<file path="config.mk">
export PLATFORM = sky130hd
export DESIGN_NAME = blink_pattern_generator_flat
export DESIGN_NICKNAME = d
export VERILOG_FILES = /design/src/hdl/bpg_pkg.sv /design/src/hdl/bpg_in_if.sv /design/src/hdl/bpg_out_if.sv /design/src/hdl/blink_pattern_generator.sv /design/src/flat_wrapper.sv
export SDC_FILE = /design/constraint.sdc
export NUM_CORES = 1
export LEC_CHECK = 0
export BUFFER_PORTS_ARGS = -buffer_cell sky130_fd_sc_hd__buf_2
export CAP_MARGIN = 20
export CORE_ASPECT_RATIO = 0.8
export CORE_MARGIN = 2
export CORE_UTILIZATION = 60
export DETAILED_ROUTE_END_ITERATION = 8
export PLACE_DENSITY = 0.79
export SLEW_MARGIN = 25
export SYNTH_ARGS = -nofsm -noshare
export SYNTH_HDL_FRONTEND = slang
export SYNTH_SLANG_ARGS = --single-unit
</file>
<file path="constraint.sdc">
create_clock -name clk_i -period 13.43 [get_ports clk_i]
set_input_delay 1.343 -clock clk_i [delete_from_list [all_inputs] [get_ports clk_i]]
set_output_delay 1.343 -clock clk_i [all_outputs]
set_load 0.01 [all_outputs]
</file>
<file path="src/hdl/bpg_pkg.sv">
// Package for the blink pattern generator: field widths, codes and states.
// No dependencies.
`timescale 1ns / 1ps

package bpg_pkg;

  localparam int unsigned OP_W      = 2;
  localparam int unsigned ELAPSED_W = 10;
  localparam int unsigned COUNT_W   = 8;
  localparam int unsigned TIME_W    = 16;

  localparam logic [COUNT_W-1:0] COUNT_STEADY    = 8'hFF;
  localparam logic [COUNT_W-1:0] COUNT_FOREVER   = 8'hFE;
  localparam logic [COUNT_W-1:0] COUNT_RELOAD_AT = 8'hFD;

  typedef enum logic [OP_W-1:0] {
    OP_TICK  = 2'd0,
    OP_START = 2'd1,
    OP_RESET = 2'd2
  } op_e;

  typedef enum logic [2:0] {
    ST_IDLE,
    ST_MUL,
    ST_DIV,
    ST_RELOAD,
    ST_FINISH
  } state_e;

endpackage

</file>
<file path="src/hdl/bpg_in_if.sv">
// Command channel of the blink pattern generator (valid/ready with payload).
// Depends on bpg_pkg for the field widths.
`timescale 1ns / 1ps

interface bpg_in_if;
  logic                            valid;
  logic                            ready;
  logic [bpg_pkg::OP_W-1:0]        operation;
  logic [bpg_pkg::ELAPSED_W-1:0]   elapsed_ms;
  logic [bpg_pkg::COUNT_W-1:0]     repeat_count;
  logic [bpg_pkg::TIME_W-1:0]      on_time_ms;
  logic [bpg_pkg::TIME_W-1:0]      off_time_ms;

  modport source (
    output valid, operation, elapsed_ms, repeat_count, on_time_ms, off_time_ms,
    input  ready
  );
  modport sink (
    input  valid, operation, elapsed_ms, repeat_count, on_time_ms, off_time_ms,
    output ready
  );
endinterface

</file>
<file path="src/hdl/bpg_out_if.sv">
// Result channel of the blink pattern generator (valid/ready with payload).
// No dependencies.
`timescale 1ns / 1ps

interface bpg_out_if;
  logic valid;
  logic ready;
  logic pin_level;
  logic busy_res;
  logic start_accepted;
  logic keep_awake;

  modport source (
    output valid, pin_level, busy_res, start_accepted, keep_awake,
    input  ready
  );
  modport sink (
    input  valid, pin_level, busy_res, start_accepted, keep_awake,
    output ready
  );
endinterface

</file>
<file path="src/hdl/blink_pattern_generator.sv">
// Blink pattern generator top level: sequencer around one shared adder.
// Depends on bpg_pkg, bpg_in_if and bpg_out_if.
`timescale 1ns / 1ps

// One command is in flight at a time; in_i.ready is high only while the
// sequencer is idle. A tick that leaves the pattern running passes through
// the division state, and through the reload state when a forever pattern
// reloads: the position inside the period comes from a restoring division on
// the shared adder, one quotient bit per cycle over the PHASE_BITS+9 bits of
// remaining time. A tick that ends the pattern, finds a zero count or holds a
// steady pattern goes straight to the final state. An accepted start builds
// count * period by shift-and-add over the 8 count bits on the same adder.
// Reset, a start while busy and the unused code go straight to the final
// state. The result register frees the input side once it is loaded; a
// stalled result only holds the sequencer in its final state.
module blink_pattern_generator #(
  parameter int unsigned PHASE_BITS = 16
) (
  input  logic        clk_i,
  input  logic        rst_ni,
  bpg_in_if.sink      in_i,
  bpg_out_if.source   out_o
);

  localparam int unsigned REM_BITS = PHASE_BITS + 9;
  localparam int unsigned PER_BITS = PHASE_BITS + 1;
  localparam int unsigned ALU_W    = REM_BITS + 1;
  localparam int unsigned STEP_W   = $clog2(REM_BITS);

  bpg_pkg::state_e state_q, state_d;

  logic [REM_BITS-1:0]       remaining_q, remaining_d;
  logic [bpg_pkg::COUNT_W-1:0] count_q, count_d;
  logic [PHASE_BITS-1:0]     on_q, on_d;
  logic [PHASE_BITS-1:0]     off_q, off_d;
  logic [PER_BITS-1:0]       period_q, period_d;
  logic                      busy_q, busy_d;
  logic                      level_q, level_d;
  logic                      acc_flag_q, acc_flag_d;
  logic                      awake_flag_q, awake_flag_d;
  logic                      out_valid_q, out_valid_d;

  logic [PER_BITS-1:0]       r_q, r_d;
  logic [REM_BITS-1:0]       dq_q, dq_d;
  logic [STEP_W-1:0]         step_q, step_d;
  logic                      res_level_q, res_busy_q, res_acc_q, res_awake_q;

  logic                      in_fire;
  logic                      res_load;
  bpg_pkg::op_e              op;
  logic [PHASE_BITS-1:0]     on_in, off_in;
  logic [PER_BITS-1:0]       period_eff;

  logic [ALU_W-1:0]          alu_a, alu_b;
  logic                      alu_sub;
  logic [ALU_W:0]            alu_sum;
  logic                      alu_carry;

  logic [PER_BITS:0]         trial;
  logic                      div_take;
  logic [PER_BITS-1:0]       r_next;
  logic [REM_BITS-1:0]       dq_next;
  logic [REM_BITS-1:0]       rem_sat;
  logic                      tick_stops;
  logic                      reload_hit;

  assign in_i.ready = (state_q == bpg_pkg::ST_IDLE);
  assign in_fire    = in_i.valid && in_i.ready;
  assign op         = bpg_pkg::op_e'(in_i.operation);
  assign on_in      = PHASE_BITS'(in_i.on_time_ms);
  assign off_in     = PHASE_BITS'(in_i.off_time_ms);
  assign res_load   = (state_q == bpg_pkg::ST_FINISH) && (!out_valid_q || out_o.ready);

  // A zero period only goes with zero remaining time; treat it as one.
  assign period_eff = (period_q == '0) ? PER_BITS'(1) : period_q;

  // Shared adder/subtractor. On subtract, carry out means a >= b.
  always_comb begin
    alu_a   = '0;
    alu_b   = '0;
    alu_sub = 1'b0;
    case (state_q)
      bpg_pkg::ST_IDLE: begin
        alu_a   = ALU_W'(remaining_q);
        alu_b   = ALU_W'(in_i.elapsed_ms);
        alu_sub = 1'b1;
      end
      bpg_pkg::ST_MUL: begin
        alu_a = {dq_q, 1'b0};
        alu_b = count_q[step_q[2:0]] ? ALU_W'(period_q) : '0;
      end
      bpg_pkg::ST_DIV: begin
        alu_a   = ALU_W'(trial);
        alu_b   = ALU_W'(period_eff);
        alu_sub = 1'b1;
      end
      bpg_pkg::ST_RELOAD: begin
        alu_a = ALU_W'(remaining_q);
        alu_b = ALU_W'(period_eff);
      end
      default: begin
        alu_a   = '0;
        alu_b   = '0;
        alu_sub = 1'b0;
      end
    endcase
  end

  assign alu_sum   = {1'b0, alu_a} + {1'b0, (alu_sub ? ~alu_b : alu_b)}
                   + {{ALU_W{1'b0}}, alu_sub};
  assign alu_carry = alu_sum[ALU_W];

  // Restoring division step: dq shifts the dividend out and the quotient in.
  assign trial    = {r_q, dq_q[REM_BITS-1]};
  assign div_take = alu_carry;
  assign r_next   = div_take ? alu_sum[PER_BITS-1:0] : trial[PER_BITS-1:0];
  assign dq_next  = {dq_q[REM_BITS-2:0], div_take};

  assign rem_sat    = alu_carry ? alu_sum[REM_BITS-1:0] : '0;
  assign tick_stops = (count_q == bpg_pkg::COUNT_STEADY) || (count_q == '0)
                   || (rem_sat == '0);
  // remaining equals 253 periods exactly when the quotient is 253, no remainder.
  assign reload_hit = (count_q == bpg_pkg::COUNT_FOREVER)
                   && (dq_next == REM_BITS'(bpg_pkg::COUNT_RELOAD_AT))
                   && (r_next == '0);

  // Next state.
  always_comb begin
    state_d = state_q;
    case (state_q)
      bpg_pkg::ST_IDLE: begin
        if (in_fire) begin
          case (op)
            bpg_pkg::OP_TICK:  state_d = tick_stops ? bpg_pkg::ST_FINISH : bpg_pkg::ST_DIV;
            bpg_pkg::OP_START: state_d = busy_q ? bpg_pkg::ST_FINISH : bpg_pkg::ST_MUL;
            default:           state_d = bpg_pkg::ST_FINISH;
          endcase
        end
      end
      bpg_pkg::ST_MUL: begin
        if (step_q == '0) state_d = bpg_pkg::ST_FINISH;
      end
      bpg_pkg::ST_DIV: begin
        if (step_q == '0) state_d = reload_hit ? bpg_pkg::ST_RELOAD : bpg_pkg::ST_FINISH;
      end
      bpg_pkg::ST_RELOAD: state_d = bpg_pkg::ST_FINISH;
      bpg_pkg::ST_FINISH: begin
        if (res_load) state_d = bpg_pkg::ST_IDLE;
      end
      default: state_d = bpg_pkg::ST_IDLE;
    endcase
  end

  // Datapath and flags.
  always_comb begin
    remaining_d  = remaining_q;
    count_d      = count_q;
    on_d         = on_q;
    off_d        = off_q;
    period_d     = period_q;
    busy_d       = busy_q;
    level_d      = level_q;
    acc_flag_d   = acc_flag_q;
    awake_flag_d = awake_flag_q;
    r_d          = r_q;
    dq_d         = dq_q;
    step_d       = step_q;
    case (state_q)
      bpg_pkg::ST_IDLE: begin
        if (in_fire) begin
          acc_flag_d   = 1'b0;
          awake_flag_d = 1'b0;
          case (op)
            bpg_pkg::OP_TICK: begin
              if (count_q == bpg_pkg::COUNT_STEADY) begin
                level_d = 1'b1;
                busy_d  = 1'b0;
              end else begin
                remaining_d = rem_sat;
                r_d         = '0;
                dq_d        = rem_sat;
                step_d      = STEP_W'(REM_BITS - 1);
                if (tick_stops) begin
                  level_d = 1'b0;
                  busy_d  = 1'b0;
                end
              end
            end
            bpg_pkg::OP_START: begin
              if (!busy_q) begin
                busy_d     = 1'b1;
                count_d    = in_i.repeat_count;
                on_d       = on_in;
                off_d      = off_in;
                period_d   = {1'b0, on_in} + {1'b0, off_in};
                acc_flag_d = 1'b1;
                dq_d       = '0;
                step_d     = STEP_W'(bpg_pkg::COUNT_W - 1);
              end
            end
            bpg_pkg::OP_RESET: begin
              remaining_d = '0;
              count_d     = '0;
              on_d        = '0;
              off_d       = '0;
              period_d    = '0;
              busy_d      = 1'b0;
              level_d     = 1'b0;
            end
            default: begin
              busy_d = busy_q;
            end
          endcase
        end
      end
      bpg_pkg::ST_MUL: begin
        dq_d   = alu_sum[REM_BITS-1:0];
        step_d = step_q - STEP_W'(1);
        if (step_q == '0) remaining_d = alu_sum[REM_BITS-1:0];
      end
      bpg_pkg::ST_DIV: begin
        r_d    = r_next;
        dq_d   = dq_next;
        step_d = step_q - STEP_W'(1);
        if (step_q == '0) begin
          level_d      = (r_next > {1'b0, off_q});
          awake_flag_d = 1'b1;
        end
      end
      bpg_pkg::ST_RELOAD: begin
        remaining_d = alu_sum[REM_BITS-1:0];
      end
      default: begin
        step_d = step_q;
      end
    endcase
  end

  always_comb begin
    out_valid_d = out_valid_q;
    if (res_load) begin
      out_valid_d = 1'b1;
    end else if (out_o.ready) begin
      out_valid_d = 1'b0;
    end
  end

  always_ff @(posedge clk_i or negedge rst_ni) begin
    if (!rst_ni) begin
      state_q      <= bpg_pkg::ST_IDLE;
      remaining_q  <= '0;
      count_q      <= '0;
      on_q         <= '0;
      off_q        <= '0;
      period_q     <= '0;
      busy_q       <= 1'b0;
      level_q      <= 1'b0;
      acc_flag_q   <= 1'b0;
      awake_flag_q <= 1'b0;
      out_valid_q  <= 1'b0;
    end else begin
      state_q      <= state_d;
      remaining_q  <= remaining_d;
      count_q      <= count_d;
      on_q         <= on_d;
      off_q        <= off_d;
      period_q     <= period_d;
      busy_q       <= busy_d;
      level_q      <= level_d;
      acc_flag_q   <= acc_flag_d;
      awake_flag_q <= awake_flag_d;
      out_valid_q  <= out_valid_d;
    end
  end

  always_ff @(posedge clk_i) begin
    r_q    <= r_d;
    dq_q   <= dq_d;
    step_q <= step_d;
    if (res_load) begin
      res_level_q <= level_q;
      res_busy_q  <= busy_q;
      res_acc_q   <= acc_flag_q;
      res_awake_q <= awake_flag_q;
    end
  end

  assign out_o.valid          = out_valid_q;
  assign out_o.pin_level      = res_level_q;
  assign out_o.busy_res       = res_busy_q;
  assign out_o.start_accepted = res_acc_q;
  assign out_o.keep_awake     = res_awake_q;

endmodule

</file>
<file path="src/flat_wrapper.sv">
// flat-port wrapper written by rule: the top's interface ports become plain ports
module blink_pattern_generator_flat 
#(
  parameter int unsigned PHASE_BITS = 16
)
  (clk_i, rst_ni, in_i_valid, in_i_operation, in_i_elapsed_ms, in_i_repeat_count, in_i_on_time_ms, in_i_off_time_ms, in_i_ready, out_o_valid, out_o_pin_level, out_o_busy_res, out_o_start_accepted, out_o_keep_awake, out_o_ready);
  bpg_in_if in_i_i ();
  bpg_out_if out_o_i ();
  input  logic clk_i;
  input  logic rst_ni;
  input wire logic [$bits(in_i_i.valid)-1:0] in_i_valid;
  input wire logic [$bits(in_i_i.operation)-1:0] in_i_operation;
  input wire logic [$bits(in_i_i.elapsed_ms)-1:0] in_i_elapsed_ms;
  input wire logic [$bits(in_i_i.repeat_count)-1:0] in_i_repeat_count;
  input wire logic [$bits(in_i_i.on_time_ms)-1:0] in_i_on_time_ms;
  input wire logic [$bits(in_i_i.off_time_ms)-1:0] in_i_off_time_ms;
  output wire logic [$bits(in_i_i.ready)-1:0] in_i_ready;
  output wire logic [$bits(out_o_i.valid)-1:0] out_o_valid;
  output wire logic [$bits(out_o_i.pin_level)-1:0] out_o_pin_level;
  output wire logic [$bits(out_o_i.busy_res)-1:0] out_o_busy_res;
  output wire logic [$bits(out_o_i.start_accepted)-1:0] out_o_start_accepted;
  output wire logic [$bits(out_o_i.keep_awake)-1:0] out_o_keep_awake;
  input wire logic [$bits(out_o_i.ready)-1:0] out_o_ready;
  assign in_i_i.valid = in_i_valid;
  assign in_i_i.operation = in_i_operation;
  assign in_i_i.elapsed_ms = in_i_elapsed_ms;
  assign in_i_i.repeat_count = in_i_repeat_count;
  assign in_i_i.on_time_ms = in_i_on_time_ms;
  assign in_i_i.off_time_ms = in_i_off_time_ms;
  assign in_i_ready = in_i_i.ready;
  assign out_o_valid = out_o_i.valid;
  assign out_o_pin_level = out_o_i.pin_level;
  assign out_o_busy_res = out_o_i.busy_res;
  assign out_o_start_accepted = out_o_i.start_accepted;
  assign out_o_keep_awake = out_o_i.keep_awake;
  assign out_o_i.ready = out_o_ready;
  blink_pattern_generator #(.PHASE_BITS(PHASE_BITS)) u_core (.clk_i(clk_i), .rst_ni(rst_ni), .in_i(in_i_i), .out_o(out_o_i));
endmodule
</file>
; Word level (Yosys, flattened, before mapping)
; Index checks and enable logic that the tools add are counted.
[totals]
inputBits = 56
ff_bits = 125
romBits = 0
output_inout_bits = 6
memories = 0
latch_bits = 0
ramBits = 0
[op_classes]
shifts = 0
eq_ne = 22
n_reduce_logical = 36
order_cmp = 2
n_mux = 58
n_mul = 0
n_div = 0
bitwise_logic = 1
add_sub_neg = 4
[op_table]
columns = operator, count
row1 = one-hot mux 26 bit (3 select lines), 2
row2 = two-way mux 25 bit, 6
row3 = one-hot mux 25 bit (3 select lines), 2
row4 = two-way mux 17 bit, 7
row5 = one-hot mux 25 bit (2 select lines), 2
row6 = one-hot mux 17 bit (2 select lines), 2
row7 = logical NOT 17 bit, 2
row8 = one-hot mux 16 bit (2 select lines), 1
row9 = adder 26 x 26 -> 27 bit, 1
row10 = adder 27 x 1 -> 27 bit, 1
row11 = two-way mux 26 bit, 1
row12 = NOT 26 bit, 1
row13 = "equality test 25 x 8 -> 1 bit, second input constant", 1
row14 = logical NOT 25 bit, 1
row15 = two-way mux 3 bit, 7
row16 = one-hot mux 5 bit (2 select lines), 2
row17 = AND reduction 5 bit, 4
row18 = adder 16 x 16 -> 17 bit, 1
row19 = greater-than comparator 17 x 16 -> 1 bit, 1
row20 = "equality test 8 bit, second input constant", 2
row21 = two-way mux 16 bit, 1
row22 = one-hot mux 8 bit (2 select lines), 1
row23 = AND reduction 4 bit, 4
row24 = two-way mux 5 bit, 3
row25 = other kinds (31), 67

; Logic depth before layout (Yosys ltp)
[depth]
ltp_word = 16
depth_mapped = 33
mapped_depth_nobuf = 29

; Least setup slack after synthesis
; Ideal clock, no wire load.
[synth_timing]
path_type = input-to-reg
start = in in_i_elapsed_ms[0]
end = reg u_core.level_q
setup_time_ps = 127
required_time_ps = 13303
path_slack_ps = 6876
t_arrival_ps = 6426
path_buffers = 1
stages = 28
path_cell_list = nor4b_1 > a21o_1 > a31oi_1 > nand2_1 > nand2_1 > o21ai_0 > fa_1 > a21o_1 > a221oi_2 > o211ai_1 > a21oi_1 > o31ai_1 > a21oi_1 > o21ai_1 > buf_2 > mux2_1 > ha_1 > nor2b_1 > o21a_1 > o21a_1 > o21a_1 > o21a_1 > o2111ai_1 > a21boi_1 > o31ai_1 > a21oi_1 > a211o_1 > mux2_1
[synth_via]
elab_cells_between_ends = 14
classes_between = add/sub: 2 / order compare: 1 / eq/ne: 1 / mux: 6 / bitwise: 1 / reduce/logical: 3
[synth_lines]
columns = item, line_no
row1 = "start, declared", flat_wrapper.sv:13  ; input wire logic [$bits(in_i_i.elapsed_ms)-1:0] in_i_elapsed_ms;
row2 = one-hot mux 26 bit (3 select lines) (*), blink_pattern_generator.sv:82  ; case (state_q)
row3 = NOT 26 bit, blink_pattern_generator.sv:109  ; assign alu_sum = {1'b0, alu_a} + {1'b0, (alu_sub ? ~alu_b : alu_b)}
row4 = two-way mux 26 bit (*), blink_pattern_generator.sv:109
row5 = adder 26 x 26 -> 27 bit (*), blink_pattern_generator.sv:109
row6 = adder 27 x 1 -> 27 bit (*), blink_pattern_generator.sv:110  ; + {{ALU_W{1'b0}}, alu_sub};
row7 = two-way mux 17 bit (*), blink_pattern_generator.sv:116  ; assign r_next = div_take ? alu_sum[PER_BITS-1:0] : trial[PER_BITS-1:0];
row8 = via u_core.r_next[1], blink_pattern_generator.sv:61  ; logic [PER_BITS-1:0] r_next;
row9 = greater-than comparator 17 x 16 -> 1 bit (*), blink_pattern_generator.sv:226  ; level_d = (r_next > {1'b0, off_q});
row10 = two-way mux 1 bit (*), blink_pattern_generator.sv:225  ; if (step_q == '0) begin
row11 = one-hot mux 1 bit (2 select lines) (*), blink_pattern_generator.sv:168  ; case (state_q)
row12 = "end signal, assigned", blink_pattern_generator.sv:269  ; level_q <= level_d;
row13 = "end, declared", blink_pattern_generator.sv:38  ; logic level_q, level_d;
; Mark *: on every way through the listed nets, which the timed path passes. The rest lies on a longest branch. The select of a mux whose other input is x is not followed.
; A chain may end at the register's enable or synchronous reset.

; Worst setup path in the final report
[layout_timing]
start = reg u_core.state_q[0]
end = reg u_core.level_q
[layout_via]
elab_cells_between_ends = 28
classes_between = add/sub: 2 / order compare: 1 / eq/ne: 7 / mux: 8 / bitwise: 1 / reduce/logical: 9
[layout_lines]
columns = item, line_no
row1 = "start, declared", blink_pattern_generator.sv:30  ; bpg_pkg::state_e state_q, state_d;
row2 = "start signal, assigned", blink_pattern_generator.sv:250  ; state_q <= bpg_pkg::ST_IDLE;
row3 = "start signal, assigned", blink_pattern_generator.sv:262  ; state_q <= state_d;
row4 = equality test 3 x 2 -> 1 bit, blink_pattern_generator.sv:82
row5 = OR reduction 2 bit (no line), -
row6 = one-hot mux 26 bit (3 select lines), blink_pattern_generator.sv:82
row7 = NOT 26 bit, blink_pattern_generator.sv:109
row8 = two-way mux 26 bit, blink_pattern_generator.sv:109
row9 = adder 26 x 26 -> 27 bit, blink_pattern_generator.sv:109
row10 = adder 27 x 1 -> 27 bit (*), blink_pattern_generator.sv:110
row11 = two-way mux 17 bit (*), blink_pattern_generator.sv:116
row12 = via u_core.r_next[1], blink_pattern_generator.sv:61
row13 = greater-than comparator 17 x 16 -> 1 bit (*), blink_pattern_generator.sv:226
row14 = two-way mux 1 bit (*), blink_pattern_generator.sv:225
row15 = one-hot mux 1 bit (2 select lines) (*), blink_pattern_generator.sv:168
; Marks and branches as above.

==> impl_results.md <==
- Outcome: complete, no violations
- Syn avg cell area: 9.31 um^2
- Synth Register Bits: 125
- Detailed placer's ending HPWL: 18900 um
- Iter 0 DRT Violations: 892
- Startpoint Class: register
- Final ANT Viol Nets: 0
- I/O pin count: 62
- Setup TNS: 0 ps
- Synth Instances: 988
- # DRC: 0
- Clk root buf: clkbuf_16
- Die X: 142 um
- Yosys cell types: 76
- Max Cap Viol: 0
- Clock Pin Slew Worst Setup and Hold Paths: 60 ps
- Port Buf Inserts: 61
- Proportion of synthesized chip area in sequential cells: 0.368
- Fmax achieved: 0.126 GHz
- Top cell by count, worst path: o21a_1
- Minimum clock period: 7930 ps
- CTS max path bufs: 2
- Slew @ Worst Pin: 1060 ps
- Fin crit share: 0.590
- First-pass GRT wire length: 42000 um
- ANT cells: 0
- Placed cells: 1194
- Worst Path Required: 13730 ps
- Post-synth ARST share: 0.592
- Placement row count: 40
- Buf/Inv on CP: 2
- Clock Skew: 9.72 ps
- Vias per cell: 6.75
- Die area: 16300 um^2
- Slew HR: 0.290
- Clk_lat worst skew: 430 ps
- Syn Nets: 1105
- Slew Viols, Final: 0
- TritonCTS buffer count: 17
- Warnings from Yosys: 0
- Peak supply drop: 0.000124 V
- Vias: 8288
- Post-synth EDFFs: 51
- Vias in the first global route: 7648
- # Post-CTS Setup Buffers: 0
- Placeable Area: 15000 um^2
- Antenna violations before repair: 0
- RSZ-0062 raised after global routing: false
- Clock H-tree levels: 4
- Initial core utilization: 0.613
- Non-Filler Instances: 1227
- Post_cts resized: 0
- Synthesis-to-finish area growth: 12.0%
- Worst path arrival time: 8230 ps
- CP delay by family, top: compound AO/OA/AOI/OAI gates
- Kind of critical path: register to register
- Largest net degree at the start of global routing: 86
- HP Class: register to register
- Worst-path fanout max: 63
- Crit-path max cell delay: 640 ps
- CTS Sinks: 125
- PwrDens: 269 nW/um^2
- Gr usage total: 0.336
- Layout net count: 1142
- CTS Hold Bufs: 0
- GP Congestion: 0.997
- Total Routed Length: 26700 um
- Final setup fails: 0
- Avg WL per Cell: 21.7 um
- Most used DFF post-synth: dfrtp_1
- Share of cells above drive strength 1: 0.127
- LEAKAGE: 4.47 nW
- Fin. Hold Viols: 0
- Worst setup EP type: register
- Cell Area, Synth: 9200 um^2
- CTS tree: built
- CP max stage cell: dfrtp_4
- Number of fillers in the final layout: 1183
- Die Ht: 115 um
- GRT Residual Overflow: 0
- 1st-pass router iterations: 5
## layout by cell type, fill, tap and decap left out, drive strengths merged, types with 15 or more instances in the layout
cell type  synthesis  final
inv               36     40
xnor2             26     26
a21oi             59     59
a211oi            35     35
edfxtp            51     51
nand2             75     75
nand3             19     19
dfrtp             74     74
and2              22     22
nor2b             25     25
buf                6     74
clkbuf            50     22
o21ai             56     56
mux2              18     18
nor3              15     15
ha                59     59
nor2              70     70
mux2i             31     31
a21o              25     25
a22o              69     69
## flip-flops by register name, summed over array words and instances, names as in the netlist
signal / flops
u_core.dq_q: 25
u_core.remaining_q: 25
u_core.period_q: 17
u_core.r_q: 17
u_core.off_q: 16
u_core.count_q: 8
u_core.step_q: 5
u_core.state_q: 3
u_core.acc_flag_q: 1
u_core.awake_flag_q: 1
u_core.busy_q: 1
u_core.level_q: 1
u_core.out_o.busy_res: 1
u_core.out_o.keep_awake: 1
u_core.out_o.pin_level: 1
u_core.out_o.start_accepted: 1
u_core.out_o.valid: 1
## Yosys cell counts (13+ instances only)
master | instances | area (um^2)
nor2_1 | 70 | 263
a21o_1 | 25 | 188
nor3_1 | 15 | 75.1
mux2_1 | 13 | 146
clkbuf_1 | 50 | 188
nor2b_1 | 25 | 156
xnor2_1 | 26 | 228
ha_1 | 59 | 738
nand2_1 | 75 | 282
o21ai_0 | 39 | 195
a22o_1 | 69 | 604
dfrtp_1 | 74 | 1850
nand3_1 | 19 | 95.1
o21ai_1 | 17 | 85.1
a21oi_1 | 59 | 295
edfxtp_1 | 51 | 1530
mux2i_1 | 31 | 310
and2_1 | 22 | 138
a211oi_1 | 35 | 263
inv_1 | 35 | 131
## metrics by stage
stage	setup WS, ps	total power, W	utilization	instance area [um^2]	hold slack (ps)
after floorplan	6880	0.00178	-	9200	421
after global placement	5730	0.00220	0.643	9650	448
after detailed placement	5480	0.00222	0.643	9650	438
after CTS	5430	0.00272	0.684	10300	472
after global routing	5040	0.00294	0.686	10300	494
final	5500	0.00278	0.686	10300	472
## report_power, final
part / leakage [nW] / internal [W] / total, W / switching [W]
Sequential: 1.48 / 0.000561 / 0.000697 / 0.000135
Clock: 0.311 / 0.000312 / 0.000485 / 0.000172
Combinational: 2.69 / 0.000606 / 0.00159 / 0.000989
## final timing paths
check / startpoint / end / slack, ps / cells past startpoint
setup / recovery: u_core.state_q[0] / u_core.level_q / 5500 / 29
hold / removal: u_core.acc_flag_q / u_core.out_o.start_accepted / 470 / 0
setup reg to reg: u_core.state_q[0] / u_core.level_q / 5500 / 29
hold reg to reg: u_core.acc_flag_q / u_core.out_o.start_accepted / 470 / 0
max in group asynchronous: rst_ni / u_core.state_q[0] / 11900 / 1
min in group asynchronous: rst_ni / u_core.acc_flag_q / 930 / 1
## kinds of logic after synthesis
| group | Yosys count | share of synthesized area |
|---|---|---|
| xor gates and xnor gates | 38 | 0.0362 |
| adders and majority gates | 61 | 0.0846 |
| and+or+nand+nor | 290 | 0.161 |
| muxes | 50 | 0.0582 |
| AOI/OAI and AO/OA | 332 | 0.254 |
| DFF | 125 | 0.368 |
| buffers and inverters | 92 | 0.0377 |
## final cells by class
type                       count  area, um^2  share of cell area
timing repair buffer          74         429              0.0417
multi-input combinational    771        5490               0.533
clock buffer                  22         485              0.0471
tap                          189         236              0.0230
sequential                   125        3390               0.329
clock inverter                10         133              0.0129
inverter                      36         135              0.0131
## per-layer routing
layer,global-route usage,vias to the layer above,part of all wire
met3,0.0662,50,0.089
li1,-,3818,-
met5,0,-,0
met2,0.493,400,0.43
met4,0.109,0,0.022
met1,0.501,4020,0.46
No activity file was read; power rests on OpenSTA's default activity.
